### src/hdl/srdz_pkg.sv
package srdz_pkg;

  localparam int RAW_W  = 16;
  localparam int DZ_W   = 15;
  localparam int SQ_W   = 32;
  localparam int RAD_W  = 48;
  localparam int ROOT_W = 24;
  localparam int REM_W  = 27;
  localparam int NUM_W  = 39;
  localparam int Q_W    = 15;

  localparam logic [DZ_W-1:0] FULL_SCALE = 15'h7fff;
  localparam logic [DZ_W-1:0] DZ_MAX     = 15'd32766;
  localparam logic [DZ_W-1:0] DZ_RESET   = 15'd7849;

  typedef struct packed {
    logic signed [RAW_W-1:0] raw_x;
    logic signed [RAW_W-1:0] raw_y;
  } in_word_t;

  typedef struct packed {
    logic signed [RAW_W-1:0] out_x;
    logic signed [RAW_W-1:0] out_y;
    logic [DZ_W-1:0]         out_len;
  } out_word_t;

endpackage

### src/hdl/srdz_sqrt_cell.sv
module srdz_sqrt_cell #(
  parameter int TAG_W = 1
) (
  input  logic                           clk,
  input  logic                           rst_n,
  input  logic                           in_valid,
  input  logic [srdz_pkg::RAD_W-1:0]     in_rad,
  input  logic [srdz_pkg::REM_W-1:0]     in_rem,
  input  logic [srdz_pkg::ROOT_W-1:0]    in_root,
  input  logic [TAG_W-1:0]               in_tag,
  output logic                           out_valid,
  output logic [srdz_pkg::RAD_W-1:0]     out_rad,
  output logic [srdz_pkg::REM_W-1:0]     out_rem,
  output logic [srdz_pkg::ROOT_W-1:0]    out_root,
  output logic [TAG_W-1:0]               out_tag
);
  import srdz_pkg::*;

  logic [REM_W-1:0] rem_sh;
  logic [REM_W-1:0] trial;
  logic             ge;
  logic             valid_r;
  logic [RAD_W-1:0] rad_r;
  logic [REM_W-1:0] rem_r;
  logic [ROOT_W-1:0] root_r;
  logic [TAG_W-1:0] tag_r;

  // one root digit: bring down two radicand bits, try (root << 2) | 1
  always_comb begin
    rem_sh = {in_rem[REM_W-3:0], in_rad[RAD_W-1 -: 2]};
    trial  = {1'b0, in_root, 2'b01};
    ge     = rem_sh >= trial;
  end

  always_ff @(posedge clk) begin
    if (!rst_n) begin
      valid_r <= 1'b0;
    end else begin
      valid_r <= in_valid;
    end
  end

  always_ff @(posedge clk) begin
    rad_r  <= {in_rad[RAD_W-3:0], 2'b00};
    rem_r  <= ge ? rem_sh - trial : rem_sh;
    root_r <= {in_root[ROOT_W-2:0], ge};
    tag_r  <= in_tag;
  end

  assign out_valid = valid_r;
  assign out_rad   = rad_r;
  assign out_rem   = rem_r;
  assign out_root  = root_r;
  assign out_tag   = tag_r;

endmodule

### config.mk
export PLATFORM = sky130hd
export DESIGN_NAME = srdz_sqrt_cell
export DESIGN_NICKNAME = d
export VERILOG_FILES = /design/src/hdl/srdz_pkg.sv /design/src/hdl/srdz_sqrt_cell.sv
export SDC_FILE = /design/constraint.sdc
export NUM_CORES = 1
export LEC_CHECK = 0
export ABC_AREA = 1
export BUFFER_PORTS_ARGS = -buffer_cell sky130_fd_sc_hd__buf_2
export CORE_MARGIN = 8
export CORE_UTILIZATION = 51
export CTS_BUF_LIST = sky130_fd_sc_hd__clkbuf_16
export CTS_CLUSTER_SIZE = 20
export DETAILED_ROUTE_END_ITERATION = 10
export PLACE_DENSITY = 0.82
export SYNTH_ARGS = -nofsm -noshare
export SYNTH_HDL_FRONTEND = slang
export SYNTH_SLANG_ARGS = --single-unit
export TNS_END_PERCENT = 1
### constraint.sdc
create_clock -name clk -period 4.2 [get_ports clk]
set_input_delay 0.42 -clock clk [delete_from_list [all_inputs] [get_ports clk]]
set_output_delay 0.42 -clock clk [all_outputs]
set_load 0.01 [all_outputs]
==> impl_metrics.yaml <==
run_status:
  status: "complete, no violations"
cells_and_area:
  fin_nets: 963
  fin_cells: 947
  antennaDiodeCount: 0
  fill_cells: 772
  multiInputGateArea_mm2: 0.00198
  post-route-util: 0.681
  regArea_mm2: 0.00198
  area_delta_synth_final_pct: 30.5
  final_area_mm2: 0.00588
  drive_above_1_share: 0.294
cts:
  clk_pin_slew_ps: 70
  cts_max_level: 3
  cts_resized: 0
  root_buffer: "clkbuf_16"
  cts_made_buffers: 9
  clockBufferDepth: 2
  tritoncts: "done"
  cts.sinks: 99
  cts_setup_buffers: 0
  cts_hold_buffers: 0
synthesis:
  synth_cell_types: 27
  async_reset_ff_frac: 0
  ys_warn_count: 0
  yosys.area.top_type: "dfxtp_1"
  ys.flop_type: "dfxtp_1"
  syn_inst: 629
  syn_avg_cell_area_um2: 7.17
  synth_common_cells: "nand2_1, inv_1, dfxtp_1"
  synthTopCellsByArea: "dfxtp_1, nand2_1, inv_1"
  netlist.area_leader.share: 0.440
  synth_edf_count: 0
  ys_seq_area_frac: 0.440
  syn-cell-area_mm2: 0.00451
  synth-seq-cells: 99
  yosys.cell_count.top_type: "nand2_1"
pwr:
  intPower_mw: 1.66
  p_total_mw: 2.41
  p_clk_frac: 0.340
  combPwrFrac: 0.227
  p_leak_nw: 3.53
  p_per_area_mw_per_mm2: 410
  switching_share: 0.312
  switching_power_uw: 751
  seqPwrFrac: 0.433
  ir_drop_mv: 0.182
global_routing:
  grt_pass1_vias: 4269
  grt_max_degree: 29
  grt_overflow: 0
  grt_pass1_wl_um: 20300
  antenna_found_initial: 0
  grt_usage: 0.217
die:
  die_y_um: 110
  core_mm2: 0.00864
  die-area_mm2: 0.0121
  rows: 34
  num_io_pins: 204
  start_util: 0.522
  dieWidth_um: 110
place:
  preCtsSetupSlack_ps: 1780
  dpl_cell_area_mm2: 0.00558
  place_inst: 931
  io_buffers: 199
  gp_congestion: 0.905
  dp_hpwl_um: 11100
detailed_routing:
  drc: 0
  drt-initial-drc-count: 199
  vias: 4309
  wl_per_cell_um: 14.3
  routed_wl_um: 13500
  drt-pass1-iter-count: 5
  viasPerCell: 4.55
  ant_nets: 0
setup_path:
  cp.required_ps: 4480
  path_max_fanout: 26
  cp-end-kind: "register"
  cp-startpoint: "in_root[8]"
  endpoint: "out_rem[12]$_DFF_P_"
  crit_arrival_ps: 2370
  startpoint_type: "input port"
  worstSetupPathType: "input port to register"
sta:
  rsz0062_at_grt: "false"
  fin_crit_sh: 0.498
  period_needed_ps: 2090
  maxSlewViolCount: 0
  tns_ps: 0
  hold_viol: 0
  max_freq_ghz: 0.478
  timing.final.ws_setup_ps: 2110
  timing.hold.ws_ps: 175
  setup_viol: 0
run:
  maxCapViolations: 0
min_path:
  hold_path_class: "input port to register"
power groups by stage:
stage | Sequential [mW] | Clock (mW) | Combinational [mW]
floorplan | 1.12 | 0 | 0.286
global placement | 1.06 | 0 | 0.538
detailed placement | 1.07 | 0 | 0.546
CTS | 1.05 | 0.836 | 0.552
global route | 1.05 | 0.880 | 0.612
finish | 1.04 | 0.820 | 0.546
layout make-up:
class,instances,share of cell area
Sequential cell,99,0.337
Multi-Input combinational cell,398,0.337
Timing Repair Buffer,200,0.171
Inverter,126,0.0804
Clock buffer,9,0.0383
Tap cell,108,0.0230
Clock inverter,7,0.0136
sequential cells by signal, summed over array words and instances, names as in the netlist:
| name | count |
|---|---|
| out_valid | 1 |
| out_tag | 1 |
| out_root | 24 |
| out_rad | 46 |
| out_rem | 27 |
how the worst min path moves through the flow:
| stage | from | end | cells after the start |
|---|---|---|---|
| final | in_rad[39] | out_rad[41]$_DFF_P_ | 1 |
| after global routing | in_rad[31] | out_rad[33]$_DFF_P_ | 1 |
| after CTS | in_rad[25] | out_rad[27]$_DFF_P_ | 1 |
| after detailed placement | in_rad[19] | out_rad[21]$_DFF_P_ | 1 |
| after global placement | in_rad[19] | out_rad[21]$_DFF_P_ | 1 |
| after floorplan | in_rad[8] | out_rad[10]$_DFF_P_ | 0 |
cells in the final DEF, fill, tap and decap left out, drive strengths merged:
cell type    n
a21oi       13
and2         1
buf        200
clkbuf       9
clkinv       2
clkinvlp     1
conb         2
dfxtp       99
ha          26
inv        130
nand2      252
nand3       35
nand3b       4
nand4        5
nor2        39
nor3         1
o211ai       1
o21ai        4
or2          1
xnor2        1
xor2        13
critical path: stages:
cell     delay [ps]
buf_2            90
inv_1            40
ha_1            330
nand2_1         110
nand2_1          90
inv_1            60
nand2_1         100
inv_1            80
nand3_1         210
nand2_1         140
nand3_2          90
inv_2           380
nand2_1         120
nand2_1         100
metal layers:
metal  track usage  up-vias  share of wire  wire length [µm]
met2         0.406      156           0.51              6880
met4        0.0550        0          0.010               136
met5             0        -              0                 0
li1              -     2280              -                 -
met3        0.0581       11          0.088              1190
met1         0.235     1862           0.39              5300
cell families after synthesis:
logic type / Yosys count / share of synthesized area
AOI/OAI and AO/OA: 18 / 0.0205
xor gates and xnor gates: 14 / 0.0272
adders and majority gates: 26 / 0.0722
buffers and inverters: 133 / 0.121
DFF: 99 / 0.440
other: 1 / 0.000832
and+or+nand+nor: 338 / 0.318
Note: power is estimated with default switching activity, not from simulation.
