--- src/hdl/srdz_pkg.sv ---
package srdz_pkg;

  localparam int RAW_W  = 16;
  localparam int DZ_W   = 15;
  localparam int SQ_W   = 32;
  localparam int RAD_W  = 48;
  localparam int ROOT_W = 24;
  localparam int REM_W  = 27;
  localparam int NUM_W  = 39;
  localparam int Q_W    = 15;

  localparam logic [DZ_W-1:0] FULL_SCALE = 15'h7fff;
  localparam logic [DZ_W-1:0] DZ_MAX     = 15'd32766;
  localparam logic [DZ_W-1:0] DZ_RESET   = 15'd7849;

  typedef struct packed {
    logic signed [RAW_W-1:0] raw_x;
    logic signed [RAW_W-1:0] raw_y;
  } in_word_t;

  typedef struct packed {
    logic signed [RAW_W-1:0] out_x;
    logic signed [RAW_W-1:0] out_y;
    logic [DZ_W-1:0]         out_len;
  } out_word_t;

endpackage

--- src/hdl/srdz_div_cell.sv ---
module srdz_div_cell #(
  parameter int TAG_W = 1
) (
  input  logic                         clk,
  input  logic                         rst_n,
  input  logic                         in_valid,
  input  logic [srdz_pkg::NUM_W-1:0]   in_rem,
  input  logic [srdz_pkg::NUM_W-1:0]   in_dsh,
  input  logic [srdz_pkg::Q_W-1:0]     in_q,
  input  logic [TAG_W-1:0]             in_tag,
  output logic                         out_valid,
  output logic [srdz_pkg::NUM_W-1:0]   out_rem,
  output logic [srdz_pkg::NUM_W-1:0]   out_dsh,
  output logic [srdz_pkg::Q_W-1:0]     out_q,
  output logic [TAG_W-1:0]             out_tag
);
  import srdz_pkg::*;

  logic             ge;
  logic             valid_r;
  logic [NUM_W-1:0] rem_r;
  logic [NUM_W-1:0] dsh_r;
  logic [Q_W-1:0]   q_r;
  logic [TAG_W-1:0] tag_r;

  assign ge = in_rem >= in_dsh;

  always_ff @(posedge clk) begin
    if (!rst_n) begin
      valid_r <= 1'b0;
    end else begin
      valid_r <= in_valid;
    end
  end

  // one quotient bit: subtract the shifted divisor if it fits, then halve it
  always_ff @(posedge clk) begin
    rem_r <= ge ? in_rem - in_dsh : in_rem;
    dsh_r <= {1'b0, in_dsh[NUM_W-1:1]};
    q_r   <= {in_q[Q_W-2:0], ge};
    tag_r <= in_tag;
  end

  assign out_valid = valid_r;
  assign out_rem   = rem_r;
  assign out_dsh   = dsh_r;
  assign out_q     = q_r;
  assign out_tag   = tag_r;

endmodule

--- config.mk ---
export PLATFORM = sky130hd
export DESIGN_NAME = srdz_div_cell
export DESIGN_NICKNAME = d
export VERILOG_FILES = /design/src/hdl/srdz_pkg.sv /design/src/hdl/srdz_div_cell.sv
export SDC_FILE = /design/constraint.sdc
export NUM_CORES = 1
export LEC_CHECK = 0
export BUFFER_PORTS_ARGS = -buffer_cell sky130_fd_sc_hd__buf_2
export CORE_MARGIN = 3
export CORE_UTILIZATION = 41
export DETAILED_ROUTE_END_ITERATION = 12
export HOLD_SLACK_MARGIN = 0.03
export PLACE_DENSITY = 0.7
export SYNTH_ARGS = -nofsm -noshare
export SYNTH_HDL_FRONTEND = slang
export SYNTH_SLANG_ARGS = --single-unit
--- constraint.sdc ---
create_clock -name clk -period 6.3 [get_ports clk]
set_input_delay 0.315 -clock clk [delete_from_list [all_inputs] [get_ports clk]]
set_output_delay 0.315 -clock clk [all_outputs]
set_load 0.01 [all_outputs]
==> impl_metrics.prom, run 1 <==
# TYPE chip_impl_metric gauge
chip_impl_info{name="result_of_the_run",value="completed"} 1
chip_impl_metric{name="total_neg_setup_slack",unit="ns"} 0
chip_impl_info{name="synth.largest_area_cell",value="sky130_fd_sc_hd__dfxtp_1"} 1
chip_impl_metric{name="drt_iter0_markers",unit=""} 161
chip_impl_metric{name="clock_tree.htree_level_count",unit=""} 3
chip_impl_metric{name="post-place-cells",unit=""} 867
chip_impl_metric{name="num_antenna_cells",unit=""} 0
chip_impl_metric{name="drc",unit=""} 0
chip_impl_metric{name="ios",unit=""} 192
chip_impl_metric{name="first_global_vias",unit=""} 4289
chip_impl_info{name="synth.area.top_cells",value="sky130_fd_sc_hd__dfxtp_1 39%, sky130_fd_sc_hd__ha_1 10%, sky130_fd_sc_hd__nand2_1 5.6%"} 1
chip_impl_metric{name="grt.overflow.total",unit=""} 0
chip_impl_metric{name="timing.critical_path.fanout_max",unit=""} 35
chip_impl_metric{name="p_int",unit="W"} 0.00113
chip_impl_metric{name="buffer_ports.inserted",unit=""} 189
chip_impl_metric{name="grt_pass1_wl",unit="mm"} 19.2
chip_impl_metric{name="timing.final.crit_period",unit="ns"} 3.51
chip_impl_metric{name="antenna_found_initial",unit=""} 0
chip_impl_metric{name="cts.reportedPaths.clkPinSlew",unit="ns"} 0.07
chip_impl_metric{name="number_of_enable_flip_flop_cells_after_synthesis",unit=""} 0
chip_impl_metric{name="syn_area",unit="um2"} 4860
chip_impl_metric{name="p_switching",unit="W"} 0.000530
chip_impl_metric{name="finalWeightedCongestion",unit=""} 0.932
chip_impl_info{name="critPathKind",value="in2reg"} 1
chip_impl_info{name="cts_tree",value="done"} 1
chip_impl_metric{name="detailed_place.area",unit="um2"} 5850
chip_impl_metric{name="synthDistinctLibCells",unit=""} 63
chip_impl_metric{name="post_synth.cell_area_avg",unit="um2"} 8.78
chip_impl_metric{name="detail_route.wl_per_cell",unit="um"} 13.8
chip_impl_metric{name="ys_ff_latch",unit=""} 94
chip_impl_metric{name="fill_cells",unit=""} 1062
chip_impl_info{name="min-delay-path-class",value="in2reg"} 1
chip_impl_metric{name="path_buf_inv",unit=""} 3
chip_impl_metric{name="cts_resized",unit=""} 0
chip_impl_metric{name="routed_via_density",unit=""} 5.15
chip_impl_info{name="unrepaired_setup_endpoints_after_global_routing",value="no"} 1
chip_impl_metric{name="detailed_routing_iterations_pass_1",unit=""} 4
chip_impl_metric{name="power_density",unit="nW/um2"} 270
chip_impl_metric{name="postCtsHoldBufs",unit=""} 0
chip_impl_metric{name="final_instance_area",unit="um2"} 6170
chip_impl_metric{name="dp_hpwl",unit="mm"} 9.90
chip_impl_metric{name="p_comb_share",unit="%"} 26.9
chip_impl_metric{name="layout-area-overhead-vs-synth",unit="%"} 27.0
chip_impl_metric{name="global_route.usage.total",unit="%"} 17.9
chip_impl_metric{name="initial_core_util",unit="%"} 42.2
chip_impl_info{name="cts-root-buf",value="sky130_fd_sc_hd__clkbuf_16"} 1
chip_impl_metric{name="power_frac_seq",unit="%"} 40.5
chip_impl_metric{name="final_layout_size_suffix_gt1_share",unit="%"} 31.1
chip_impl_metric{name="worst_slew_margin_rel",unit="%"} 45.9
chip_impl_metric{name="finalWirelength",unit="mm"} 12.2
chip_impl_metric{name="finalSetupViolations",unit=""} 0
chip_impl_metric{name="die-height",unit="um"} 115
chip_impl_metric{name="timing.final.crit_share",unit="%"} 55.7
chip_impl_metric{name="crit_path_largest_cell_delay",unit="ns"} 0.66
chip_impl_metric{name="max-vdd-ir-drop",unit="mV"} 0.132
chip_impl_metric{name="async_flop_share",unit="%"} 0
chip_impl_metric{name="cp.arrival",unit="ns"} 3.78
chip_impl_metric{name="design.die.area",unit="um2"} 13200
chip_impl_metric{name="routed-via-count",unit=""} 4551
chip_impl_metric{name="clock_tree.buffer_depth",unit=""} 2
chip_impl_metric{name="worst_hold_margin",unit="ns"} 0.0555
chip_impl_metric{name="clock-sinks",unit=""} 94
chip_impl_info{name="sequence_of_cells_on_the_critical_path",value="buf_2, ha_1, a21oi_1, o21ai_1, a221o_1, a221oi_4, o21ai_2, a31oi_4, buf_4, inv_2, and4_1, nor3_2"} 1
chip_impl_metric{name="die_width",unit="um"} 115
chip_impl_info{name="synth_commonest_cells",value="94 x sky130_fd_sc_hd__dfxtp_1, 72 x sky130_fd_sc_hd__nand2_1, 50 x sky130_fd_sc_hd__inv_1"} 1
chip_impl_info{name="end_kind",value="register"} 1
chip_impl_info{name="synthFlopType",value="sky130_fd_sc_hd__dfxtp_1"} 1
chip_impl_metric{name="synthCells",unit=""} 553
chip_impl_metric{name="power.static_leakage",unit="nW"} 3.03
chip_impl_metric{name="timing.critical_path.required",unit="ns"} 6.58
chip_impl_metric{name="fmax",unit="MHz"} 285
chip_impl_metric{name="worst_slew_pin_slew",unit="ns"} 0.811
chip_impl_metric{name="syn_nets",unit=""} 690
chip_impl_info{name="crit_family",value="compound AO/OA/AOI/OAI gates"} 1
chip_impl_info{name="crit_path_top_delay_cell",value="sky130_fd_sc_hd__a31oi_4"} 1
chip_impl_metric{name="multiInputGateArea",unit="um2"} 2650
chip_impl_metric{name="max_cap_violations",unit=""} 0
chip_impl_metric{name="yosysWarningCount",unit=""} 0
chip_impl_metric{name="post-cts-setup-buffer-count",unit=""} 0
chip_impl_metric{name="floorplan.core_area",unit="um2"} 11500
chip_impl_info{name="synth_most_common_cell",value="sky130_fd_sc_hd__dfxtp_1"} 1
chip_impl_metric{name="clock_power_share",unit="%"} 32.7
chip_impl_metric{name="pin_count_of_the_biggest_net_entering_global_routing",unit=""} 36
chip_impl_metric{name="finalHoldViolations",unit=""} 0
chip_impl_metric{name="switching_share",unit="%"} 31.9
chip_impl_metric{name="yosysTopAreaCellShare",unit="%"} 38.8
chip_impl_metric{name="seqCellArea",unit="um2"} 1880
chip_impl_metric{name="synth-seq-area-share",unit="%"} 38.8
chip_impl_metric{name="placement_rows",unit=""} 39
chip_impl_metric{name="nets",unit=""} 872
chip_impl_metric{name="number_of_nets_with_antenna_violations_after_routing",unit=""} 0
chip_impl_metric{name="post_layout_nonfiller_instances",unit=""} 883
chip_impl_metric{name="report.final.slew_viol_count",unit=""} 0
chip_impl_info{name="startpoint_types",value="primary input"} 1
chip_impl_metric{name="cts-buffers-inserted",unit=""} 9
==> worst paths after layout <==
| check | from | endpoint | slack, ns | cells past startpoint |
|---|---|---|---|---|
| setup / recovery | in_rem[32] | out_rem[37] | 2.79 | 12 |
| hold / removal | in_tag | out_tag | 0.06 | 1 |
==> power by group through the flow <==
stage	logic (W)	clock network [W]	registers [W]
after floorplan	0.000264	0	0.000724
after global placement	0.000437	0	0.000686
after detailed placement	0.000445	0	0.000688
after CTS	0.000448	0.000562	0.000674
after global routing	0.000496	0.000588	0.000679
final	0.000447	0.000543	0.000673
==> through the flow <==
stage | utilization (%) | total power [W] | setup slack (ns)
after CTS | 53.6 | 0.00168 | 2.76
final | 53.6 | 0.00166 | 2.79
after floorplan | - | 0.000988 | 3.48
after detailed placement | 50.8 | 0.00113 | 2.39
after global routing | 53.6 | 0.00176 | 2.50
after global placement | 50.8 | 0.00112 | 2.48
==> routing by layer <==
layer	global-route usage, %	wire, um
met3	4.58	838
met1	21.3	5210
met2	30.5	5840
met4	8.14	266
met5	0	0
==> area by class of cell <==
type / count / share of cell area (%)
clock inverter: 7 / 1.44
inverter: 51 / 3.10
clock buffer: 9 / 3.65
multi-input combinational: 389 / 42.9
sequential: 94 / 30.5
tap: 143 / 2.90
timing repair buffer: 190 / 15.5
==> cells by family (layout without fill, tap and decap cells) <==
kind of cell	Yosys count	after routing	share of synthesized area, %
other	1	1	0.0772
AND/OR/NAND/NOR	149	149	14.4
adder cells (fa/ha/maj)	40	40	10.5
flip-flops	94	94	38.8
buffers and inverters	70	257	6.73
AO/OA/AOI/OAI	161	161	22.5
multiplexers	5	5	1.19
XOR/XNOR	33	33	5.95
==> sequential cells by signal, summed over array words and instances (netlist names) <==
register,count
out_rem,39
out_dsh,38
out_q,15
out_tag,1
out_valid,1
==> cell usage in the layout (no fill, tap or decap), drive strengths merged, types with 2 or more instances in the layout <==
cell / n
clkbuf: 9
a221o: 3
or3: 4
a211oi: 5
o211ai: 9
nor2b: 2
o21a: 7
inv: 54
nand2b: 2
nor2: 26
o21bai: 5
xnor2: 20
o41ai: 2
a31oi: 5
clkinv: 4
o31ai: 3
a21oi: 40
nor3: 12
nand4: 10
nand2: 72
nand3: 8
and2: 4
ha: 39
mux2i: 2
xor2: 13
and4: 4
a21o: 14
dfxtp: 94
mux2: 3
o21ai: 55
buf: 190
a2111oi: 3
and3: 2
No activity file was read; power rests on OpenSTA's default activity.
==> run 2, diff against run 1 <==
--- a/config.mk
+++ b/config.mk
@@ -5,6 +5,7 @@
 export SDC_FILE = /design/constraint.sdc
 export NUM_CORES = 1
 export LEC_CHECK = 0
+export ABC_AREA = 1
 export BUFFER_PORTS_ARGS = -buffer_cell sky130_fd_sc_hd__buf_2
 export CORE_MARGIN = 3
 export CORE_UTILIZATION = 41
==> constraint.sdc (replaced) <==
create_clock -name clk -period 3.2 [get_ports clk]
set_input_delay 0.16 -clock clk [delete_from_list [all_inputs] [get_ports clk]]
set_output_delay 0.16 -clock clk [all_outputs]
set_load 0.01 [all_outputs]
==> run 2 against run 1 <==
Final area rose by 26%. Sequential power rose by 98%. Core utilization rose by 3.4 points. Synthesized area rose by 20%. Non-clock buffer count rose by 58. Worst setup slack got worse by 2.1 ns. Global-route usage rose by 4.7 points. Sequential share of layout area fell by 6.2 points. First-iteration DRC count rose by 68%. Sequential cell count did not move. Wire length rose by 47%. Critical path type unchanged. Critical endpoint is now out_rem[8].
==> impl_metrics.prom, run 2 <==
# TYPE chip_impl_metric gauge
chip_impl_metric{name="fill_cells",unit=""} 1374
chip_impl_metric{name="yosysTopAreaCellShare",unit="%"} 32.2
chip_impl_metric{name="worst_slew_pin_slew",unit="ns"} 0.906
chip_impl_metric{name="totalPowerFinal",unit="W"} 0.00344
chip_impl_metric{name="max_cap_violations",unit=""} 0
chip_impl_info{name="final_common_cell",value="sky130_fd_sc_hd__nand2_1"} 1
chip_impl_metric{name="design.die.area",unit="um2"} 15700
chip_impl_info{name="synth_most_common_cell",value="sky130_fd_sc_hd__nand2_1"} 1
chip_impl_metric{name="fmax",unit="MHz"} 397
chip_impl_metric{name="syn_area",unit="um2"} 5840
chip_impl_metric{name="finalHoldViolations",unit=""} 0
chip_impl_info{name="startpoint_types",value="primary input"} 1
chip_impl_metric{name="worst_slew_margin_rel",unit="%"} 39.6
chip_impl_metric{name="synth-seq-area-share",unit="%"} 32.2
chip_impl_metric{name="timing.final.crit_share",unit="%"} 78.7
chip_impl_info{name="synth.largest_area_cell",value="sky130_fd_sc_hd__dfxtp_1"} 1
chip_impl_metric{name="routed-via-count",unit=""} 6057
chip_impl_metric{name="drt_iter0_markers",unit=""} 271
chip_impl_metric{name="num_antenna_cells",unit=""} 0
chip_impl_metric{name="global_route.usage.total",unit="%"} 22.6
chip_impl_metric{name="routed_via_density",unit=""} 4.59
chip_impl_metric{name="p_comb_share",unit="%"} 30.9
chip_impl_info{name="hold_start",value="in_rem[7]"} 1
chip_impl_metric{name="max-vdd-ir-drop",unit="mV"} 0.306
chip_impl_info{name="synth.area.top_cells",value="sky130_fd_sc_hd__dfxtp_1 32%, sky130_fd_sc_hd__nand2_1 20%, sky130_fd_sc_hd__inv_1 10%"} 1
chip_impl_metric{name="final_core_util",unit="%"} 56.9
chip_impl_metric{name="clock-sinks",unit=""} 94
chip_impl_metric{name="ys_ff_latch",unit=""} 94
chip_impl_info{name="synth_commonest_cells",value="319 x sky130_fd_sc_hd__nand2_1, 155 x sky130_fd_sc_hd__inv_1, 94 x sky130_fd_sc_hd__dfxtp_1"} 1
chip_impl_metric{name="power.static_leakage",unit="nW"} 4.46
chip_impl_metric{name="detail_route.wl_per_cell",unit="um"} 13.6
chip_impl_metric{name="pin_count_of_the_biggest_net_entering_global_routing",unit=""} 39
chip_impl_metric{name="p_int",unit="W"} 0.00226
chip_impl_metric{name="report.final.slew_viol_count",unit=""} 0
chip_impl_metric{name="buffer_ports.inserted",unit=""} 189
chip_impl_metric{name="placement_rows",unit=""} 42
chip_impl_metric{name="final_layout_size_suffix_gt1_share",unit="%"} 22.5
chip_impl_metric{name="drc",unit=""} 0
chip_impl_metric{name="timing.critical_path.required",unit="ns"} 3.50
chip_impl_metric{name="p_switching",unit="W"} 0.00118
chip_impl_metric{name="post_synth.cell_area_avg",unit="um2"} 6.54
chip_impl_metric{name="cp.arrival",unit="ns"} 2.82
chip_impl_metric{name="finalWeightedCongestion",unit=""} 0.911
chip_impl_metric{name="async_flop_share",unit="%"} 0
chip_impl_metric{name="ios",unit=""} 192
chip_impl_metric{name="post_layout_nonfiller_instances",unit=""} 1320
chip_impl_info{name="unrepaired_setup_endpoints_after_global_routing",value="no"} 1
chip_impl_metric{name="syn_nets",unit=""} 1030
chip_impl_metric{name="post-place-cells",unit=""} 1249
chip_impl_info{name="hold_path_end",value="out_rem[7]"} 1
chip_impl_metric{name="floorplan.core_area",unit="um2"} 13600
chip_impl_metric{name="largest_reg_flops",unit=""} 39
chip_impl_metric{name="finalWirelength",unit="mm"} 17.9
chip_impl_metric{name="clock_tree.htree_level_count",unit=""} 3
chip_impl_info{name="commonest_non_fill_non_tap_cells_in_the_layout",value="319 x sky130_fd_sc_hd__nand2_1, 189 x sky130_fd_sc_hd__buf_2, 155 x sky130_fd_sc_hd__inv_1"} 1
chip_impl_info{name="critPathKind",value="in2reg"} 1
chip_impl_metric{name="layout-area-overhead-vs-synth",unit="%"} 32.6
chip_impl_metric{name="power_density",unit="nW/um2"} 444
chip_impl_info{name="end_kind",value="register"} 1
chip_impl_info{name="min-delay-path-class",value="in2reg"} 1
chip_impl_metric{name="worst_hold_margin",unit="ns"} 0.0379
chip_impl_info{name="cts-root-buf",value="sky130_fd_sc_hd__clkbuf_16"} 1
chip_impl_metric{name="clock_tree.buffer_depth",unit=""} 2
chip_impl_metric{name="first_global_vias",unit=""} 5994
chip_impl_metric{name="cts-buffers-inserted",unit=""} 9
chip_impl_info{name="synthFlopType",value="sky130_fd_sc_hd__dfxtp_1"} 1
chip_impl_metric{name="switching_share",unit="%"} 34.2
chip_impl_metric{name="total_neg_setup_slack",unit="ns"} 0
chip_impl_metric{name="nets",unit=""} 1276
chip_impl_metric{name="yosysWarningCount",unit=""} 0
chip_impl_metric{name="grt.overflow.total",unit=""} 0
chip_impl_metric{name="synthCells",unit=""} 893
chip_impl_metric{name="number_of_enable_flip_flop_cells_after_synthesis",unit=""} 0
chip_impl_metric{name="power_frac_seq",unit="%"} 38.6
chip_impl_metric{name="timing.critical_path.fanout_max",unit=""} 15
chip_impl_metric{name="timing.final.crit_period",unit="ns"} 2.52
chip_impl_metric{name="synthDistinctLibCells",unit=""} 34
chip_impl_metric{name="finalSetupViolations",unit=""} 0
chip_impl_metric{name="cts.reportedPaths.clkPinSlew",unit="ns"} 0.07
chip_impl_info{name="result_of_the_run",value="completed"} 1
chip_impl_metric{name="die-height",unit="um"} 125
chip_impl_metric{name="dp_hpwl",unit="mm"} 14.4
chip_impl_metric{name="number_of_nets_with_antenna_violations_after_routing",unit=""} 0
chip_impl_metric{name="grt_pass1_wl",unit="mm"} 28.9
chip_impl_metric{name="hold_path_depth",unit=""} 3
chip_impl_metric{name="antenna_found_initial",unit=""} 0
chip_impl_metric{name="detailed_routing_iterations_pass_1",unit=""} 4
chip_impl_info{name="cts_tree",value="done"} 1
chip_impl_metric{name="clock_power_share",unit="%"} 30.5
chip_impl_metric{name="post-cts-setup-buffer-count",unit=""} 0
chip_impl_metric{name="die_width",unit="um"} 125
chip_impl_metric{name="initial_core_util",unit="%"} 42.9
[run 2: layer usage]
metal	routed length (um)	global-route usage (%)
met5	0	0
met4	203	5.48
met3	848	4.35
met2	8420	38.5
met1	8440	29.6
[run 2: cell families after synthesis]
logic type      after synthesis  synth area share (%)
simple gates                523                  39.6
flops                        94                  32.2
buf+inv                     174                  12.6
compound gates               41                  3.88
fa+ha+maj                    40                  8.70
xor+xnor                     20                  3.00
other cells                   1                0.0642
[run 2: worst max path at each step]
stage | slack, ns | to | startpoint | cells after the start
2_1_floorplan | 1.47 | out_rem[32] | in_rem[0] | 14
3_3_place_gp | 0.88 | out_rem[1] | in_rem[29] | 12
3_5_place_dp | 0.85 | out_rem[8] | in_rem[17] | 14
4_1_cts | 0.68 | out_rem[8] | in_dsh[16] | 16
5_1_grt | 0.44 | out_rem[5] | in_dsh[30] | 14
6_report | 0.68 | out_rem[8] | in_dsh[29] | 14
[run 2: repair_timing]
action | in CTS | in global routing
endpoints found under the hold margin | 54 | 0
gates resized for setup | 0 | 0
endpoints found under the setup margin | 0 | 0
hold buffers | 55 | 0
[run 2: critical path: stages]
cell and delay [ns]:
sky130_fd_sc_hd__dlygate4sd3_1 0.52, sky130_fd_sc_hd__buf_2 0.10, sky130_fd_sc_hd__inv_1 0.04, sky130_fd_sc_hd__ha_1 0.33
sky130_fd_sc_hd__nand2_1 0.18, sky130_fd_sc_hd__inv_1 0.06, sky130_fd_sc_hd__a21oi_1 0.23, sky130_fd_sc_hd__nand2_1 0.15
sky130_fd_sc_hd__nor2_2 0.16, sky130_fd_sc_hd__nand2_2 0.08, sky130_fd_sc_hd__nand2_2 0.28, sky130_fd_sc_hd__buf_4 0.33
sky130_fd_sc_hd__nand3_2 0.08, sky130_fd_sc_hd__nand2_1 0.10
[run 2: through the flow]
stage / area [um2] / setup slack [ns]
2_1_floorplan: 5840 / 1.47
3_5_place_dp: 6910 / 0.851
3_3_place_gp: 6910 / 0.877
4_1_cts: 7750 / 0.685
5_1_grt: 7750 / 0.440
6_report: 7750 / 0.682
[run 2: area by class of cell]
| class | count | area (um2) | share of cell area (%) |
|---|---|---|---|
| sequential | 94 | 1880 | 24.3 |
| clock inverter | 7 | 61.3 | 0.791 |
| tap | 176 | 220 | 2.84 |
| inverter | 161 | 604 | 7.80 |
| timing repair buffer | 248 | 1530 | 19.7 |
| multi-input combinational | 625 | 3230 | 41.7 |
| clock buffer | 9 | 225 | 2.91 |
[run 2: power by group through the flow]
stage	clock network (W)	registers [W]	logic, W
final	0.00105	0.00133	0.00106
after global routing	0.00112	0.00134	0.00119
after CTS	0.00108	0.00133	0.00107
after detailed placement	0	0.00135	0.00101
after global placement	0	0.00135	0.00100
after floorplan	0	0.00143	0.000586
